## src/four_level_page_table_walker_core_macros.svh

```systemverilog
// Assertion macros shared by the page table walker RTL.
`ifndef FOUR_LEVEL_PAGE_TABLE_WALKER_CORE_MACROS_SVH
`define FOUR_LEVEL_PAGE_TABLE_WALKER_CORE_MACROS_SVH
`ifndef ASSERT_OFF
// Checks that an implication holds at every clock edge outside reset.
`define PTW_ASSERT(lbl, clk, rst_n, prop, msg) \
  lbl: assert property (@(posedge clk) disable iff (!rst_n) prop) else $error(msg);
// Checks that a trigger is followed by a consequence in the next cycle.
`define PTW_ASSERT_NEXT(lbl, clk, rst_n, trig, cons, msg) \
  lbl: assert property (@(posedge clk) disable iff (!rst_n) (trig) |=> (cons)) else $error(msg);
`else
`define PTW_ASSERT(lbl, clk, rst_n, prop, msg)
`define PTW_ASSERT_NEXT(lbl, clk, rst_n, trig, cons, msg)
`endif
`endif

```

## src/ptw_ram.sv

```systemverilog
// Generic single-write, single-read synchronous RAM with registered read data.
module ptw_ram #(
  parameter int WIDTH = 8,
  parameter int DEPTH = 16
) (
  input  logic                     clk,
  input  logic                     we,
  input  logic [$clog2(DEPTH)-1:0] waddr,
  input  logic [WIDTH-1:0]         wdata,
  input  logic                     re,
  input  logic [$clog2(DEPTH)-1:0] raddr,
  output logic [WIDTH-1:0]         rdata
);

  logic [WIDTH-1:0] mem [DEPTH];

  // Write port.
  always_ff @(posedge clk) begin
    if (we) begin
      mem[waddr] <= wdata;
    end
  end

  // Read port with registered read data.
  always_ff @(posedge clk) begin
    if (re) begin
      rdata <= mem[raddr];
    end
  end

endmodule

```

## config.mk

```make
export PLATFORM = sky130hd
export DESIGN_NAME = ptw_ram
export DESIGN_NICKNAME = d
export VERILOG_FILES = /design/src/four_level_page_table_walker_core_macros.svh /design/src/ptw_ram.sv
export SDC_FILE = /design/constraint.sdc
export NUM_CORES = 1
export LEC_CHECK = 0
export BUFFER_PORTS_ARGS = -buffer_cell sky130_fd_sc_hd__buf_2
export CORE_MARGIN = 2
export CORE_UTILIZATION = 60
export DETAILED_ROUTE_END_ITERATION = 8
export PLACE_DENSITY = 0.78
export SYNTH_ARGS = -nofsm -noshare
export SYNTH_HDL_FRONTEND = slang
export SYNTH_SLANG_ARGS = --single-unit
```

## constraint.sdc

```tcl
create_clock -name clk -period 2.15 [get_ports clk]
set_clock_uncertainty 0.1 [all_clocks]
set_input_delay 0.215 -clock clk [delete_from_list [all_inputs] [get_ports clk]]
set_output_delay 0.215 -clock clk [all_outputs]
set_load 0.02 [all_outputs]
```

==> parameters.txt, run 1 <==
Parameter                              Value

Timing
  Final max-slew violation count    0
  Hold Vio Cnt, Final    0
  TNS Setup    0 ns
  Unrepaired setup endpoints after global routing    no
  Share of the cycle needed by the critical path after routing    77.0%
  Worst max-slew margin expressed relative to the limit    55.8%
  Final worst hold slack    0.0121 ns
  Setup violators final    0
  Maximum operating frequency    604 MHz
  Transition time at the pin with the least slew margin    0.662 ns
  Post-route minimum period    1.66 ns

Route
  Drt first-iter violations    368
  Uppermost routed layer    met4
  Number of routed nets with antenna violations    0
  Total length of routed met3 wires    749 µm
  Avg WL per Cell    26.8 µm
  Via count    2600
  DRC violation count after routing    0
  Total length of routed wires    11.0 mm
  Routed metal-1 wire length    4.53 mm
  Vias per std cell    6.33
  Routed length on met2    5.55 mm
  TritonRoute pass-1 iters    8

CTS
  CTS Sinks    136
  Cts repair resizes    0
  Number of H-tree levels    4
  Maximum buffer depth of the clock tree    2
  Library cell used as clock root buffer    sky130_fd_sc_hd__clkbuf_8
  Clock tree from TritonCTS    yes
  Worst-path clk slew    0.07 ns
  Cts-stage hold buffer count    6
  Setup fix buffers added after clock tree synthesis    0
  Clk Latency, worst-skew pair    0.52 ns
  Clock buffers created by TritonCTS    17

Synth
  Area fraction in compound gates after synthesis    2.30%
  Warning count from the yosys run    0
  Synth top cells by count    sky130_fd_sc_hd__edfxtp_1 (136), sky130_fd_sc_hd__mux4_2 (18), sky130_fd_sc_hd__a22oi_1 (16), sky130_fd_sc_hd__mux4_1 (14), sky130_fd_sc_hd__nor2_1 (13)
  Dominant combinational cell family by area after synthesis    multiplexers
  FFs w/ async S/R, synth    0%
  Ys flop type    sky130_fd_sc_hd__edfxtp_1
  Post-synthesis simple-gate area fraction    3.14%
  Number of synthesized register bits    136
  Number of enable flip-flop cells after synthesis    136
  Post-synth top area share    78.1%
  Post-synthesis share of cell area spent on xor and xnor gates    0%
  Average cell area after synthesis    22.8 µm²
  Ranking of synthesized cells by area    sky130_fd_sc_hd__edfxtp_1 (78%), sky130_fd_sc_hd__mux4_2 (7.8%), sky130_fd_sc_hd__mux4_1 (7.0%), sky130_fd_sc_hd__a22oi_1 (2.3%), sky130_fd_sc_hd__nor2_1 (0.93%)
  Cell area after technology mapping    0.00523 mm²
  Syn Nets    248
  Count of distinct cell types in the synthesized netlist    18
  Proportion of synthesized area in mux cells    14.8%
  Most frequent cell after synthesis    sky130_fd_sc_hd__edfxtp_1
  Cell type with the highest aggregate area in the netlist    sky130_fd_sc_hd__edfxtp_1
  Sequential-to-total area share from yosys stat    78.1%
  Number of standard cells after synthesis    229
  Synth Area in Adders    0%

Power and ir drop
  Fraction of power consumed by the clock network    46.3%
  Cell-internal power    4.88 mW
  Pleak    2.13 nW
  Reported net switching power    1.29 mW
  Part of the total power dissipated in combinational logic    5.0%
  IR drop worst, VDD    0.739 mV
  Switching fraction of total power    20.9%
  Relative contribution of sequential cells to total power    48.7%
  Post-route total power    6.17 mW
  Power density cells    990 mW/mm²

Layout
  Total inserted antenna cells    0
  Filler Cell Count    481
  Proportion of layout cells with a drive suffix above 1    31.7%
  Post-synthesis to final-layout area growth    19.3%
  Storage element area    0.00408 mm²
  Multi-input combinational cell area    0.00106 mm²
  Net count reported at finish    310

Min path
  Worst hold path type    in2reg

Global routing
  Initial antenna violation count    0
  Global-route total usage across every layer    25.2%
  Vias in the first global route    2631
  Global-route wire length before repair    16.6 mm
  Grt total ovfl    0
  Largest net degree at the start of global routing    24

Placed design
  Detailed placement HPWL    6.27 mm
  RePlAce Congestion    0.775
  Port bufs    26

Critical path
  Arrival time reported for the critical path endpoint    1.81 ns
  Max FO, Critical Path    1
  Type of element capturing the critical path    register
  Worst-path cell chain    mux4_1 -> a22oi_1 -> nand2_1
  Worst endpoint required time    2.31 ns
  Critical path's slowest cell    sky130_fd_sc_hd__mux4_1
  Sort of element at the start of the critical path    register
  Category of the critical setup timing path    reg2reg
  Crit-path max cell delay    0.60 ns
  Internal reg-to-reg setup slack    0.49 ns

Floorplanning
  Die boundary height    97.3 µm
  Number of placement rows    34
  I/O pins    27
  Horizontal extent of the die    97.3 µm
  DIE AREA    0.00948 mm²
  Starting utilization of the core area    60.8%
  Floorplan core area    0.00859 mm²

Run
  Max-cap viol count    0

Run status
  Run status    finished, final reports clean
==> layer usage <==
layer,vias to the layer above,global-route usage [%]
li1,1106,-
met1,1339,36.7
met2,142,37.9
met3,13,7.05
met4,0,8.76
met5,-,0
==> placed cells by master, fill, tap and decap left out, drive strengths merged <==
| master | instances |
|---|---|
| edfxtp | 136 |
| buf | 47 |
| mux4 | 32 |
| clkbuf | 17 |
| a22oi | 16 |
| nor2 | 13 |
| nand2 | 9 |
| dlygate4sd3 | 6 |
| clkinv | 5 |
| nor3 | 4 |
| clkinvlp | 3 |
| bufinv | 3 |
| inv | 3 |
| nand3b | 2 |
| nand2b | 2 |
| nor2b | 1 |
| and2 | 1 |
| and2b | 1 |
| nand3 | 1 |
| or3b | 1 |
==> flip-flops by register name, summed over array words and instances (netlist names) <==
| register | flops |
|---|---|
| mem | 128 |
| rdata | 8 |
==> area by class of cell <==
type / instances / area share [%]
Tap cell: 108 / 2.17
Clock buffer: 17 / 6.64
Multi-Input combinational cell: 83 / 17.0
Sequential cell: 136 / 65.5
Timing Repair Buffer: 53 / 5.98
Clock inverter: 14 / 2.79
==> power groups by stage <==
stage               combinational [mW]  clock, mW  sequential, mW
floorplan                        0.151          0            3.07
global placement                 0.286          0            3.05
detailed placement               0.296          0            3.06
CTS                              0.309       2.89            3.01
global route                     0.326       3.00            3.01
finish                           0.306       2.86            3.01
==> critical path, delay by kind of cell, from the launching register on <==
kind	cells	cell delay, ns
flip-flops	1	0.39
AND/OR/NAND/NOR	1	0.09
multiplexers	1	0.60
AO/OA/AOI/OAI	1	0.23
==> logic make-up (layout without fill, tap and decap cells) <==
logic type,after synthesis,after routing
DFF,136,136
and+or+nand+nor,35,35
muxes,32,32
AOI/OAI and AO/OA,16,16
buffers and inverters,10,84
==> path summary, 6_finish.rpt <==
| kind | cells after the start | startpoint | to |
|---|---|---|---|
| min | 1 | wdata[7] | mem[1][7] |
| max | 3 | mem[9][5] | rdata[5] |
| min reg2reg | 3 | mem[12][7] | rdata[7] |
| max reg2reg | 3 | mem[9][5] | rdata[5] |
==> per-stage QoR <==
| step | area, µm² | std cells | utilization (%) | setup slack [ns] |
|---|---|---|---|---|
| final | 6240 | 411 | 72.6 | 0.494 |
| after global routing | 6240 | 411 | 72.6 | 0.448 |
| after CTS | 6240 | 411 | 72.6 | 0.481 |
| after detailed placement | 5590 | 374 | 65.0 | 0.229 |
| after global placement | 5590 | 374 | 65.0 | 0.247 |
| after floorplan | 5230 | 229 | - | 0.342 |
Power figures use the tool's default switching activity.
==> run 2: changes to the inputs <==
--- a/config.mk
+++ b/config.mk
@@ -7,9 +7,9 @@
 export LEC_CHECK = 0
 export BUFFER_PORTS_ARGS = -buffer_cell sky130_fd_sc_hd__buf_2
 export CORE_MARGIN = 2
-export CORE_UTILIZATION = 60
+export CORE_UTILIZATION = 54
 export DETAILED_ROUTE_END_ITERATION = 8
-export PLACE_DENSITY = 0.78
+export PLACE_DENSITY = 0.74
 export SYNTH_ARGS = -nofsm -noshare
 export SYNTH_HDL_FRONTEND = slang
 export SYNTH_SLANG_ARGS = --single-unit
==> constraint.sdc (replaced) <==
create_clock -name clk -period 1.4 [get_ports clk]
set_clock_uncertainty 0.1 [all_clocks]
set_input_delay 0.14 -clock clk [delete_from_list [all_inputs] [get_ports clk]]
set_output_delay 0.14 -clock clk [all_outputs]
set_load 0.02 [all_outputs]
==> run 2 against run 1 <==
  * The run now ends with setup timing left
  * Setup slack worse by 0.59 ns
  * Final area up 2.1%
  * Global-route usage down 3.9 points
  * Sequential share of layout area down 1.4 points
  * Non-clock buffer count up 5
  * Sequential power up 53%
  * Via count down 3.6%
  * Clock-buffer cell count up 2
  * Highest routed layer unchanged
==> parameters.txt, run 2 (synthesized netlist as in run 1, its figures left out) <==
Parameter                              Value

Route
  TritonRoute pass-1 iters    4
  Number of routed nets with antenna violations    0
  Vias per std cell    5.72
  Via count    2507
  Drt first-iter violations    242
  DRC violation count after routing    0
  Total length of routed wires    9.74 mm
  Avg WL per Cell    22.2 µm

Layout
  Flip-flop count of the largest register, all copies and words added    128
  Filler Cell Count    573
  Most frequent cells in the layout    sky130_fd_sc_hd__edfxtp_1 (136), sky130_fd_sc_hd__mux4_2 (32), sky130_fd_sc_hd__buf_2 (25), sky130_fd_sc_hd__buf_4 (19), sky130_fd_sc_hd__clkbuf_16 (16)
  Proportion of layout cells with a drive suffix above 1    39.8%
  Most flops, register    mem
  Total inserted antenna cells    0
  Storage element area    0.00408 mm²
  Commonest non-fill, non-tap cell in the layout    sky130_fd_sc_hd__edfxtp_1
  Regs by FF count    mem (128), rdata (8)
  Post-synthesis to final-layout area growth    21.9%
  Multi-input combinational cell area    0.00106 mm²
  Net count reported at finish    315

CTS
  CTS Sinks    136
  Worst-path clk slew    0.06 ns
  Setup fix buffers added after clock tree synthesis    0
  Clock buffers created by TritonCTS    17
  Maximum buffer depth of the clock tree    2
  Library cell used as clock root buffer    sky130_fd_sc_hd__clkbuf_8
  Clock tree from TritonCTS    yes
  Number of H-tree levels    4
  Clk Latency, worst-skew pair    0.52 ns

Critical path
  Worst endpoint required time    1.57 ns
  Sort of element at the start of the critical path    register
  Worst-path cell chain    mux4_2 -> a22oi_2 -> nand2_1
  Max FO, Critical Path    1
  Arrival time reported for the critical path endpoint    1.67 ns
  Category of the critical setup timing path    reg2reg
  FF-to-FF path depth    3
  Internal reg-to-reg setup slack    -0.1 ns
  Critical path's slowest cell    sky130_fd_sc_hd__mux4_2
  Worst reg2reg path endpoint    rdata[4]
  Launch point of the worst reg-to-reg path    mem[2][4]
  Type of element capturing the critical path    register
  Crit-path max cell delay    0.49 ns

Timing
  Hold Vio Cnt, Final    0
  TNS Setup    -0.600 ns
  Share of the cycle needed by the critical path after routing    107%
  Unrepaired setup endpoints after global routing    yes
  Maximum operating frequency    667 MHz
  Setup ws final    -0.0999 ns
  Worst max-slew margin expressed relative to the limit    40.7%
  Setup violators final    8
  Final max-slew violation count    0
  Transition time at the pin with the least slew margin    0.888 ns
  Post-route minimum period    1.50 ns

Floorplanning
  I/O pins    27
  DIE AREA    0.0105 mm²
  Die boundary height    102 µm
  Starting utilization of the core area    56.0%
  Horizontal extent of the die    102 µm
  Number of placement rows    35
  Floorplan core area    0.00933 mm²

Power and ir drop
  Pleak    2.13 nW
  Power density cells    1520 mW/mm²
  Post-route total power    9.68 mW
  IR drop worst, VDD    0.668 mV

Min path
  Worst hold path type    in2reg
  Hold path startpoint    waddr[0]
  Hold Crit Endpoint    mem[0][4]
  Number of cells traversed by the worst hold path    3

Placed design
  Detailed placement HPWL    5.94 mm
  RePlAce Congestion    0.772
  Setup slack at placement    -0.350 ns
  Port bufs    26

Run
  Max-cap viol count    0

Global routing
  Grt total ovfl    0
  Vias in the first global route    2676
  Largest net degree at the start of global routing    22
  Initial antenna violation count    0
  Global-route wire length before repair    15.3 mm
  Global-route total usage across every layer    21.3%

Run status
  Run status    finished with violations
  Failing checks    setup timing
run 2: changes by cell type in the layout (fill, tap and decap cells not counted), moves of 2 or more:
cell,delta
sky130_fd_sc_hd__clkbuf_1,+2
sky130_fd_sc_hd__dlygate4sd3_1,+3
sky130_fd_sc_hd__mux4_1,-14
sky130_fd_sc_hd__mux4_2,+14
sky130_fd_sc_hd__buf_12,+2
sky130_fd_sc_hd__a22oi_1,-8
sky130_fd_sc_hd__nor3_1,-3
sky130_fd_sc_hd__a22oi_2,+8
sky130_fd_sc_hd__nor3_2,+3
run 2: final cells by class:
type	count	share of cell area (%)
clock buffer	19	6.62
clock inverter	13	3.06
multi-input combinational	83	16.6
sequential	136	64.1
tap	129	2.53
timing repair buffer	58	7.05
run 2: worst max-delay path by stage:
stage                            to       from  cells after the start  slack, ns
after floorplan           mem[3][0]   waddr[2]                      2      -0.11
after global placement     rdata[3]   raddr[0]                      5      -0.36
after detailed placement   rdata[3]   raddr[0]                      5      -0.35
after CTS                  rdata[3]  mem[7][3]                      3      -0.11
after global routing       rdata[6]  mem[2][6]                      3      -0.16
final                      rdata[4]  mem[2][4]                      3       -0.1
run 2: where the power goes:
part	total (mW)	leakage, nW	internal (mW)	switching (mW)
clock network	4.57	0.290	2.92	1.66
registers	4.62	1.24	4.59	0.0273
logic	0.498	0.599	0.225	0.273
run 2: through the flow:
stage	instance area (µm²)	utilization (%)	cells	hold slack (ns)
2_1_floorplan	5230	-	229	0.139
3_3_place_gp	5620	60.3	397	0.414
3_5_place_dp	5620	60.3	397	0.422
4_1_cts	6360	68.2	438	0.0809
5_1_grt	6370	68.3	438	0.106
6_report	6370	68.3	438	0.103
run 2: metal layers:
| layer | GRT usage [%] | vias to the layer above | share of wire, % |
|---|---|---|---|
| met5 | 0 | - | 0 |
| met4 | 7.18 | 0 | 1.2 |
| met3 | 6.70 | 9 | 5.4 |
| met2 | 34.7 | 98 | 52 |
| met1 | 27.7 | 1297 | 41 |
| li1 | - | 1103 | - |
run 2: worst max-delay path, delay by kind of cell (launching register included):
family,cells,cell delay (ns)
muxes,1,0.49
DFF,1,0.37
AOI/OAI and AO/OA,1,0.21
and+or+nand+nor,1,0.08
run 2: timing repair:
action	in CTS	in global routing
hold endpoints to repair	136	0
pin swaps	3	0
endpoints found under the setup margin	8	9
gates resized for setup	9	2
hold buffers	9	0
