[src/four_level_page_table_walker_core_macros.svh]
// Assertion macros shared by the page table walker RTL.
`ifndef FOUR_LEVEL_PAGE_TABLE_WALKER_CORE_MACROS_SVH
`define FOUR_LEVEL_PAGE_TABLE_WALKER_CORE_MACROS_SVH
`ifndef ASSERT_OFF
// Checks that an implication holds at every clock edge outside reset.
`define PTW_ASSERT(lbl, clk, rst_n, prop, msg) \
  lbl: assert property (@(posedge clk) disable iff (!rst_n) prop) else $error(msg);
// Checks that a trigger is followed by a consequence in the next cycle.
`define PTW_ASSERT_NEXT(lbl, clk, rst_n, trig, cons, msg) \
  lbl: assert property (@(posedge clk) disable iff (!rst_n) (trig) |=> (cons)) else $error(msg);
`else
`define PTW_ASSERT(lbl, clk, rst_n, prop, msg)
`define PTW_ASSERT_NEXT(lbl, clk, rst_n, trig, cons, msg)
`endif
`endif

[src/ptw_pkg.sv]
// Shared types, constants and helper functions of the page table walker.
package ptw_pkg;

  // Default sizing of the table store.
  localparam int TABLE_FRAMES_DEF = 64;
  localparam int NUM_SPACES_DEF   = 4;

  // Field widths.
  localparam int OP_W     = 2;
  localparam int SPACE_W  = 2;
  localparam int VA_W     = 48;
  localparam int PA_W     = 52;
  localparam int STATUS_W = 2;
  localparam int ENTRY_W  = 43;
  localparam int FRAME_W  = 40;
  localparam int IDX_W    = 9;
  localparam int OFFS_W   = 12;
  localparam int LVL_W    = 2;

  // Walk level that holds the leaf entry.
  localparam logic [LVL_W-1:0] LEAF_LVL = 2'd3;

  // Operation codes.
  localparam logic [OP_W-1:0] OP_MAP    = 2'd0;
  localparam logic [OP_W-1:0] OP_UNMAP  = 2'd1;
  localparam logic [OP_W-1:0] OP_XLATE  = 2'd2;
  localparam logic [OP_W-1:0] OP_UNUSED = 2'd3;

  // Status codes.
  localparam logic [STATUS_W-1:0] ST_OK         = 2'd0;
  localparam logic [STATUS_W-1:0] ST_NOT_MAPPED = 2'd1;
  localparam logic [STATUS_W-1:0] ST_NO_FRAMES  = 2'd2;

  // Entry flag bits: present, writable, user.
  localparam logic [2:0] FLAGS_PWU = 3'b111;

  typedef struct packed {
    logic [OP_W-1:0]    operation;
    logic [SPACE_W-1:0] space_id;
    logic [VA_W-1:0]    virt_addr;
    logic [PA_W-1:0]    phys_addr;
    logic               writable;
    logic               user_access;
  } req_t;

  typedef struct packed {
    logic [STATUS_W-1:0] status;
    logic [PA_W-1:0]     result_addr;
  } res_t;

  // Table index of one walk level, top level first.
  function automatic logic [IDX_W-1:0] level_idx(input logic [VA_W-1:0] va,
                                                  input logic [LVL_W-1:0] lvl);
    logic [IDX_W-1:0] idx;
    begin
      unique case (lvl)
        2'd0:    idx = va[47:39];
        2'd1:    idx = va[38:30];
        2'd2:    idx = va[29:21];
        default: idx = va[20:12];
      endcase
      return idx;
    end
  endfunction

endpackage

[src/ptw_seq.sv]
// Walk sequencer: clears the table store, then reads, updates and links table entries.
`include "four_level_page_table_walker_core_macros.svh"
module ptw_seq #(
  parameter int TABLE_FRAMES = ptw_pkg::TABLE_FRAMES_DEF,
  parameter int NUM_SPACES   = ptw_pkg::NUM_SPACES_DEF,
  localparam int DEPTH = TABLE_FRAMES * 512,
  localparam int AW    = $clog2(DEPTH)
) (
  input  logic                         clk,
  input  logic                         rst_n,
  input  logic                         req_valid_i,
  input  ptw_pkg::req_t                req_i,
  output logic                         req_ready_o,
  output logic                         done_o,
  output ptw_pkg::res_t                res_o,
  input  logic                         res_room_i,
  output logic                         ram_we_o,
  output logic [AW-1:0]                ram_waddr_o,
  output logic [ptw_pkg::ENTRY_W-1:0]  ram_wdata_o,
  output logic                         ram_re_o,
  output logic [AW-1:0]                ram_raddr_o,
  input  logic [ptw_pkg::ENTRY_W-1:0]  ram_rdata_i
);

  localparam int FW     = $clog2(TABLE_FRAMES);
  localparam int NF_MAX = (TABLE_FRAMES > NUM_SPACES) ? TABLE_FRAMES : NUM_SPACES;
  localparam int NFW    = $clog2(NF_MAX + 1);

  typedef enum logic [4:0] {
    S_CLEAR = 5'b00001,
    S_IDLE  = 5'b00010,
    S_READ  = 5'b00100,
    S_EVAL  = 5'b01000,
    S_DONE  = 5'b10000
  } state_t;

  state_t                              state_r, state_nxt;
  logic [ptw_pkg::OP_W-1:0]            op_r, op_nxt;
  logic [ptw_pkg::VA_W-1:0]            va_r, va_nxt;
  logic [ptw_pkg::FRAME_W-1:0]         pfn_r, pfn_nxt;
  logic                                wr_r, wr_nxt;
  logic                                us_r, us_nxt;
  logic [FW-1:0]                       tbl_r, tbl_nxt;
  logic [ptw_pkg::LVL_W-1:0]           lvl_r, lvl_nxt;
  logic [NFW-1:0]                      nf_r, nf_nxt;
  logic [AW-1:0]                       addr_r, addr_nxt;
  logic [AW-1:0]                       clr_r, clr_nxt;
  ptw_pkg::res_t                       res_r, res_nxt;

  logic [ptw_pkg::FRAME_W-1:0]         ent_frame;
  logic                                link_ok;
  logic                                out_of_frames;
  logic                                space_bad;

  assign ent_frame     = ram_rdata_i[ptw_pkg::ENTRY_W-1:3];
  assign link_ok       = ram_rdata_i[0] &&
                         (ent_frame < ptw_pkg::FRAME_W'(TABLE_FRAMES));
  assign out_of_frames = (nf_r >= NFW'(TABLE_FRAMES));
  assign space_bad     = ({30'd0, req_i.space_id} >= 32'(NUM_SPACES));

  assign req_ready_o = (state_r == S_IDLE);
  assign done_o      = (state_r == S_DONE);
  assign res_o       = res_r;

  // Next-state and datapath logic of the walk.
  always_comb begin
    state_nxt   = state_r;
    op_nxt      = op_r;
    va_nxt      = va_r;
    pfn_nxt     = pfn_r;
    wr_nxt      = wr_r;
    us_nxt      = us_r;
    tbl_nxt     = tbl_r;
    lvl_nxt     = lvl_r;
    nf_nxt      = nf_r;
    addr_nxt    = addr_r;
    clr_nxt     = clr_r;
    res_nxt     = res_r;
    ram_we_o    = 1'b0;
    ram_waddr_o = addr_r;
    ram_wdata_o = '0;
    ram_re_o    = 1'b0;
    ram_raddr_o = {tbl_r, ptw_pkg::level_idx(va_r, lvl_r)};

    unique case (state_r)
      S_CLEAR: begin
        ram_we_o    = 1'b1;
        ram_waddr_o = clr_r;
        clr_nxt     = clr_r + AW'(1);
        if (clr_r == AW'(DEPTH - 1)) begin
          state_nxt = S_IDLE;
        end
      end
      S_IDLE: begin
        if (req_valid_i) begin
          op_nxt  = req_i.operation;
          va_nxt  = req_i.virt_addr;
          pfn_nxt = req_i.phys_addr[ptw_pkg::PA_W-1:ptw_pkg::OFFS_W];
          wr_nxt  = req_i.writable;
          us_nxt  = req_i.user_access;
          tbl_nxt = FW'(req_i.space_id);
          lvl_nxt = '0;
          res_nxt = '{status: ptw_pkg::ST_OK, result_addr: '0};
          if (req_i.operation == ptw_pkg::OP_UNUSED) begin
            state_nxt = S_DONE;
          end else if (space_bad) begin
            res_nxt.status = ptw_pkg::ST_NOT_MAPPED;
            state_nxt      = S_DONE;
          end else begin
            state_nxt = S_READ;
          end
        end
      end
      S_READ: begin
        ram_re_o  = 1'b1;
        addr_nxt  = ram_raddr_o;
        state_nxt = S_EVAL;
      end
      S_EVAL: begin
        if (lvl_r != ptw_pkg::LEAF_LVL) begin
          // Intermediate level: follow the link, create a table, or stop.
          if (link_ok) begin
            tbl_nxt   = ent_frame[FW-1:0];
            lvl_nxt   = lvl_r + 2'd1;
            state_nxt = S_READ;
          end else if (op_r == ptw_pkg::OP_MAP) begin
            if (out_of_frames) begin
              res_nxt.status = ptw_pkg::ST_NO_FRAMES;
              state_nxt      = S_DONE;
            end else begin
              ram_we_o    = 1'b1;
              ram_wdata_o = {ptw_pkg::FRAME_W'(nf_r), ptw_pkg::FLAGS_PWU};
              tbl_nxt     = nf_r[FW-1:0];
              nf_nxt      = nf_r + NFW'(1);
              lvl_nxt     = lvl_r + 2'd1;
              state_nxt   = S_READ;
            end
          end else begin
            if (op_r == ptw_pkg::OP_XLATE) begin
              res_nxt.status = ptw_pkg::ST_NOT_MAPPED;
            end
            state_nxt = S_DONE;
          end
        end else begin
          // Leaf level: write, clear or look up the page entry.
          unique case (op_r)
            ptw_pkg::OP_MAP: begin
              ram_we_o    = 1'b1;
              ram_wdata_o = {pfn_r, us_r, wr_r, 1'b1};
            end
            ptw_pkg::OP_UNMAP: begin
              ram_we_o = 1'b1;
            end
            ptw_pkg::OP_XLATE: begin
              if (ram_rdata_i[0]) begin
                res_nxt.result_addr = {ent_frame, va_r[ptw_pkg::OFFS_W-1:0]};
              end else begin
                res_nxt.status = ptw_pkg::ST_NOT_MAPPED;
              end
            end
            default: begin
              res_nxt.status = ptw_pkg::ST_OK;
            end
          endcase
          state_nxt = S_DONE;
        end
      end
      S_DONE: begin
        if (res_room_i) begin
          state_nxt = S_IDLE;
        end
      end
      default: begin
        state_nxt = S_IDLE;
      end
    endcase
  end

  // Control registers.
  always_ff @(posedge clk) begin
    if (!rst_n) begin
      state_r <= S_CLEAR;
      nf_r    <= NFW'(NUM_SPACES);
      clr_r   <= '0;
    end else begin
      state_r <= state_nxt;
      nf_r    <= nf_nxt;
      clr_r   <= clr_nxt;
    end
  end

  // Payload and walk registers.
  always_ff @(posedge clk) begin
    op_r   <= op_nxt;
    va_r   <= va_nxt;
    pfn_r  <= pfn_nxt;
    wr_r   <= wr_nxt;
    us_r   <= us_nxt;
    tbl_r  <= tbl_nxt;
    lvl_r  <= lvl_nxt;
    addr_r <= addr_nxt;
    res_r  <= res_nxt;
  end

  // A table frame is handed out only while a map walks an intermediate level.
  `PTW_ASSERT(a_alloc_on_map, clk, rst_n, (nf_nxt != nf_r) |-> (state_r == S_EVAL && op_r == ptw_pkg::OP_MAP && lvl_r != ptw_pkg::LEAF_LVL && !out_of_frames), "table frame allocated outside a map walk")
  // Every table read is evaluated in the following cycle.
  `PTW_ASSERT_NEXT(a_read_then_eval, clk, rst_n, ram_re_o, state_r == S_EVAL, "read data not evaluated")
  // Leaf writes come only from map and unmap.
  `PTW_ASSERT(a_leaf_write_op, clk, rst_n, (ram_we_o && state_r == S_EVAL && lvl_r == ptw_pkg::LEAF_LVL) |-> (op_r == ptw_pkg::OP_MAP || op_r == ptw_pkg::OP_UNMAP), "leaf written by wrong operation")

endmodule

[config.mk]
export PLATFORM = sky130hd
export DESIGN_NAME = ptw_seq
export DESIGN_NICKNAME = d
export VERILOG_FILES = /design/src/ptw_pkg.sv /design/src/ptw_seq.sv
export VERILOG_INCLUDE_DIRS = /design/src /design/src/src
export SDC_FILE = /design/constraint.sdc
export NUM_CORES = 1
export LEC_CHECK = 0
export CAP_MARGIN = 20
export CORE_MARGIN = 5
export CORE_UTILIZATION = 31
export CTS_BUF_LIST = sky130_fd_sc_hd__clkbuf_16
export DETAILED_ROUTE_END_ITERATION = 8
export DONT_BUFFER_PORTS = 1
export SLEW_MARGIN = 20
export SYNTH_ARGS = -nofsm -noshare
export SYNTH_HDL_FRONTEND = slang
export SYNTH_SLANG_ARGS = --single-unit
[constraint.sdc]
create_clock -name clk -period 7.3 [get_ports clk]
set_input_delay 1.095 -clock clk [delete_from_list [all_inputs] [get_ports clk]]
set_output_delay 1.095 -clock clk [all_outputs]
set_load 0.02 [all_outputs]
==> flow_metrics.py, run 1 <==
metrics = {
    "yosys": {
        "synth_cells": 544,
        "async_flop_share": 0,
        "synth_warnings": 0,
        "yosysMostFrequentCell": "edfxtp_1",
        "synth_area_um2": 7866,
        "synth_compound_gate_area_share": 0.04549,
        "synth_area_per_cell_um2": 14.46,
        "yosysTopAreaCellShare": 0.6451,
        "yosys-top-cells-area": "edfxtp_1 65%, dfxtp_1 6.9%, and3_1 4.3%, and2_1 2.9%, mux2_2 1.9%",
        "yosys.area.top_type": "edfxtp_1",
        "muxShareOfSynthArea": 0.03642,
        "synth-seq-area-share": 0.7139,
        "netlist_top_cells_count": "169 x edfxtp_1, 54 x and3_1, 37 x and2_1",
        "syn_nets": 704,
        "synth_xor_xnor_area_share": 0.01447,
        "ys_types": 50,
        "ys_seq_elements": 196,
        "synth_ff_type": "edfxtp_1",
        "synth_edf_count": 169,
        "synthAdderAreaFrac": 0.01113,
        "synth_top_family_by_area": "simple AND/OR/NAND/NOR gates",
        "yosys.area_share.simple": 0.1533,
    },
    "setup_path": {
        "arrival_ps": 3260,
        "startpoint_type": "flip-flop",
        "path_cells": "nor4_4, buf_4, and2_1, nand2_1, nor3_4, buf_8, and2_1",
        "end_kind": "output port",
        "r2r_start": "state_r[1]$_SDFFE_PN0P_",
        "crit_fanout": 55,
        "cp.required_ps": 6200,
        "crit_family": "simple AND/OR/NAND/NOR gates",
        "slowest_delay_ps": 620,
        "crit_type": "reg2out",
        "r2r_slack_ps": 4350,
        "cp_common_cell": "and2_1",
        "cp_slowest_cell": "nor3_4",
        "worstReg2RegEnd": "res_o[5]$_SDFFCE_PN0P_",
        "ff2ff_path_depth": 6,
        "critPathBufInv": 2,
    },
    "clocking": {
        "ctsHoldBuffers": 0,
        "cts_buffers": 17,
        "cts_sinks": 196,
        "insertion_delay_ps": 420,
        "cts_resized": 0,
        "clk_pin_slew_ps": 70,
        "clockRootBuffer": "clkbuf_16",
        "cts_tree": "built",
        "clk_path_buf_depth": 2,
        "htreeDepth": 4,
        "post_cts_buffers": 0,
    },
    "floorplanning": {
        "io_pins": 284,
        "std_cell_rows": 58,
        "die-area_um2": 28660,
        "core_um2": 25110,
        "die_h_um": 169.3,
        "start_util": 0.3133,
        "dieWidth_um": 169.3,
    },
    "routing": {
        "wl_um": 19280,
        "postRouteAntennaNets": 0,
        "vias_per_cell": 4.923,
        "vias": 4362,
        "drt_iter0_drc": 308,
        "drcViolationCount": 0,
        "wl_per_cell_um": 21.76,
        "firstDrtPassIters": 6,
    },
    "cells_and_area": {
        "drive_gt1_frac": 0.1191,
        "stdcell_area_um2": 8815,
        "syn_to_final_growth_pct": 12.06,
        "nNetsFinal": 701,
    },
    "outcome": {
        "status": "finished, final reports clean",
    },
    "sta": {
        "finalHoldViolations": 0,
        "finalSetupViolCount": 0,
        "rsz0062_at_grt": "no",
        "max_freq_mhz": 229.4,
        "tns_ps": 0,
        "finClkSkew_ps": 12.11,
        "min_period_ps": 4360,
        "min_period_over_period": 0.5972,
        "worst_pin_slew_ps": 878.4,
        "relSlewSlack": 0.4144,
        "slew_viol_final": 0,
    },
    "power_and_ir_drop": {
        "netSwitchingFraction": 0.2070,
        "p_leak_nw": 3.035,
        "p_sw_mw": 0.4328,
        "clkPwrFrac": 0.416,
        "cellPowerDensity_nw_per_um2": 237.2,
        "power.total_mw": 2.091,
        "combPwrFrac": 0.006,
        "intPower_mw": 1.658,
        "ir_worst_vdd_mv": 0.1216,
        "power_frac_seq": 0.578,
    },
    "place": {
        "port_buffers": 0,
        "routabilityCongestion": 0.7711,
        "postPlaceCellArea_um2": 8244,
        "dp_hpwl_um": 14470,
    },
    "global_route": {
        "met2_usage": 0.2229,
        "grt.total_usage": 0.1312,
        "first_global_vias": 4617,
        "antenna_found_initial": 3,
        "grt_use_met3": 0.05218,
        "overflow": 0,
        "grt_pass1_wl_um": 28460,
        "grtUsageMet1": 0.1560,
        "grt_max_degree": 74,
        "busiest_layer": "met2",
    },
    "hold_path": {
        "min_to": "nf_r[6]$_SDFFE_PN0P_",
        "hold_depth": 2,
        "hp-class": "reg2reg",
        "min_from": "nf_r[6]$_SDFFE_PN0P_",
    },
    "job": {
        "max-cap-violations": 0,
    },
}
worst register-to-register path: cells and delay by family (launching register included):
kind / cells / cell delay [ps]
AND/OR/NAND/NOR: 3 / 850
flip-flops: 1 / 390
buffers and inverters: 2 / 1020
AO/OA/AOI/OAI: 1 / 290
how the worst max path moves through the flow:
stage | start | end | slack, ps | depth (start not counted)
final | state_r[1]$_SDFFE_PN0P_ | ram_wdata_o[17] | 2940 | 7
after global routing | state_r[1]$_SDFFE_PN0P_ | ram_wdata_o[17] | 2680 | 7
after CTS | state_r[1]$_SDFFE_PN0P_ | ram_wdata_o[17] | 2620 | 6
after detailed placement | state_r[1]$_SDFFE_PN0P_ | ram_wdata_o[17] | 3090 | 6
after global placement | state_r[1]$_SDFFE_PN0P_ | ram_wdata_o[15] | 3250 | 6
after floorplan | state_r[1]$_SDFFE_PN0P_ | res_o[0]$_SDFFCE_PN0P_ | 1670 | 5
state kept, by name, summed over array words and instances, names as in the netlist, 5 cells and up:
| register | cells |
|---|---|
| addr_r | 15 |
| res_o | 54 |
| va_r | 48 |
| nf_r | 7 |
| tbl_r | 6 |
| clr_r | 15 |
| pfn_r | 40 |
| state_r | 5 |
metrics by stage:
step             util  instances  worst slack [ps]  hold WS, ps
2_1_floorplan       -        544              1665        458.2
3_3_place_gp   0.3283        851              3246        480.3
3_5_place_dp   0.3283        851              3086        480.3
4_1_cts        0.3503        883              2624        491.1
5_1_grt        0.3509        884              2679        523.3
6_report       0.3511        886              2940        495.0
per-layer routing:
metal / wire length (um) / up-vias
met5: 25 / -
met2: 9626 / 179
met3: 1463 / 24
li1: - / 2044
met4: 295 / 4
met1: 7869 / 2111
placed cells by master, fill, tap and decap left out, drive strengths merged, types with 7 or more instances in the layout:
| cell | netlist | layout |
|---|---|---|
| and2 | 37 | 37 |
| mux2i | 14 | 14 |
| nor2 | 28 | 28 |
| nor3 | 10 | 10 |
| o21ai | 9 | 9 |
| clkinv | 1 | 8 |
| edfxtp | 169 | 169 |
| and3 | 54 | 54 |
| dfxtp | 27 | 27 |
| clkbuf | 22 | 17 |
| buf | 9 | 9 |
| mux2 | 13 | 13 |
| a222oi | 9 | 9 |
| inv | 18 | 24 |
| nor4 | 11 | 11 |
| ha | 7 | 7 |
| nand2 | 20 | 20 |
| xnor2 | 8 | 8 |
| nand3 | 15 | 15 |
cell families after synthesis:
family                   count (synthesis)
AO/OA/AOI/OAI                           48
XOR/XNOR                                13
adder cells (fa/ha/maj)                  7
buffers and inverters                   50
flip-flops                             196
multiplexers                            27
AND/OR/NAND/NOR                        203
layout make-up:
type / count / area [um2]
multi-input cells: 298 / 2082
clock buffers: 17 / 425.4
clock inverters: 15 / 125.1
flip-flops and latches: 196 / 5615
well taps: 330 / 412.9
diodes: 2 / 5.005
repair buffers: 9 / 75.07
fillers: 2484 / 16290
inverters: 19 / 73.82
power groups by stage:
stage                     sequential (mW)  clock (mW)  combinational [mW]
after floorplan                      1.23           0             0.00996
after global placement               1.23           0              0.0114
after detailed placement             1.23           0              0.0119
after CTS                            1.21       0.903              0.0120
after global routing                 1.21       0.957              0.0130
final                                1.21       0.870              0.0118
(Power assumes the default switching activity.)
==> inputs of run 2 (changes only) <==
Clock period 7.3 ns to 4.2 ns, I/O delays scaled along.
==> flow_metrics.py, run 2 (same netlist as run 1, synthesis figures left out) <==
metrics = {
    "outcome": {
        "status": "finished, final reports clean",
    },
    "setup_path": {
        "arrival_ps": 2650,
        "ff2ff_path_depth": 6,
        "r2r_slack_ps": 1520,
        "r2r_start": "state_r[1]$_SDFFE_PN0P_",
        "startpoint_type": "flip-flop",
        "crit_type": "reg2out",
        "crit_fanout": 10,
        "cp.required_ps": 3570,
        "end_kind": "output port",
        "worstReg2RegEnd": "tbl_r[3]$_SDFFCE_PN0P_",
    },
    "sta": {
        "min_period_ps": 3281,
        "finClkSkew_ps": 13.92,
        "tns_ps": 0,
        "worst_slack_ps": 919.4,
        "min_period_over_period": 0.7811,
        "finalHoldViolations": 0,
        "max_freq_mhz": 304.8,
        "relSlewSlack": 0.2781,
        "worst_pin_slew_ps": 1083,
        "slew_viol_final": 0,
        "finalSetupViolCount": 0,
        "rsz0062_at_grt": "no",
    },
    "floorplanning": {
        "std_cell_rows": 58,
        "core_um2": 25110,
        "die_h_um": 169.3,
        "io_pins": 284,
        "die-area_um2": 28660,
        "start_util": 0.3133,
        "dieWidth_um": 169.3,
    },
    "clocking": {
        "cts_tree": "built",
        "cts_resized": 0,
        "cts_buffers": 17,
        "htreeDepth": 4,
        "insertion_delay_ps": 430,
        "clk_path_buf_depth": 2,
        "clk_pin_slew_ps": 70,
        "ctsHoldBuffers": 0,
        "cts_sinks": 196,
        "post_cts_buffers": 0,
        "clockRootBuffer": "clkbuf_16",
    },
    "power_and_ir_drop": {
        "cellPowerDensity_nw_per_um2": 412.5,
        "power.total_mw": 3.643,
        "p_leak_nw": 3.038,
        "ir_worst_vdd_mv": 0.2119,
    },
    "cells_and_area": {
        "layout_common_cells": "169 x edfxtp_1, 54 x and3_1, 37 x and2_1",
        "layout_commonest_cell": "edfxtp_1",
        "stdcell_area_um2": 8832,
        "syn_to_final_growth_pct": 12.28,
        "largest_reg_flops": 54,
        "nNetsFinal": 703,
        "drive_gt1_frac": 0.1205,
        "layout.cells.non_filler": 887,
    },
    "hold_path": {
        "hp-class": "in2reg",
        "min_to": "nf_r[2]$_SDFFE_PN1P_",
        "min_from": "rst_n",
        "hold_depth": 1,
    },
    "routing": {
        "firstDrtPassIters": 5,
        "wl_um": 19710,
        "vias": 4443,
        "wl_per_cell_um": 22.22,
        "postRouteAntennaNets": 0,
        "drt_iter0_drc": 371,
        "vias_per_cell": 5.009,
        "drcViolationCount": 0,
    },
    "place": {
        "post-place-ws_ps": 1047,
        "port_buffers": 0,
        "postPlaceCellArea_um2": 8278,
        "place_inst": 854,
        "dp_hpwl_um": 14690,
        "routabilityCongestion": 0.7912,
    },
    "global_route": {
        "first_global_vias": 4540,
        "grt_max_degree": 93,
        "antenna_found_initial": 1,
        "grt_pass1_wl_um": 28610,
        "grt.total_usage": 0.1325,
        "overflow": 0,
    },
    "job": {
        "max-cap-violations": 0,
    },
}
run 2: worst max-delay path by stage:
stage               cells after the start                     end  slack [ps]                     from
floorplan                               5  res_o[0]$_SDFFCE_PN0P_         190  state_r[1]$_SDFFE_PN0P_
global placement                        6          ram_wdata_o[0]        1090          ram_rdata_i[41]
detailed placement                      6          ram_wdata_o[0]        1050          ram_rdata_i[41]
CTS                                     5          ram_wdata_o[5]         880   lvl_r[0]$_SDFFCE_PN0P_
global route                            5          ram_wdata_o[5]         700   lvl_r[0]$_SDFFCE_PN0P_
finish                                  5          ram_wdata_o[5]         920   lvl_r[0]$_SDFFCE_PN0P_
run 2: routing by layer:
metal  track usage  wire, um
met5             0         7
met4       0.04025       371
met1        0.1542      7657
met3       0.05288      1679
met2        0.2262      9994
run 2: power by group:
group	switching (mW)	internal (mW)	leakage, nW
Combinational	0.0119	0.00779	1.01
Clock	0.747	0.774	0.261
Sequential	0.00307	2.10	1.76
run 2: layout make-up:
class,count,area [um2]
Clock buffer,17,425.4
Antenna cell,1,2.502
Fill cell,2469,16280
Clock inverter,15,126.4
Inverter,19,72.57
Sequential cell,196,5615
Multi-Input combinational cell,298,2082
Tap cell,330,412.9
Timing Repair Buffer,11,95.09
run 2: per-stage QoR:
stage / utilization / hold slack (ps)
3_5_place_dp: 0.3297 / 484.5
2_1_floorplan: - / 458.2
3_3_place_gp: 0.3297 / 481.2
6_report: 0.3518 / 286.3
5_1_grt: 0.3517 / 264.8
4_1_cts: 0.3517 / 264.4
run 2: critical path: stages (launching register included):
cell	delay (ps)
edfxtp_1	460
ha_1	290
nor4_2	510
nand2_4	170
nor2_1	440
a22o_1	360
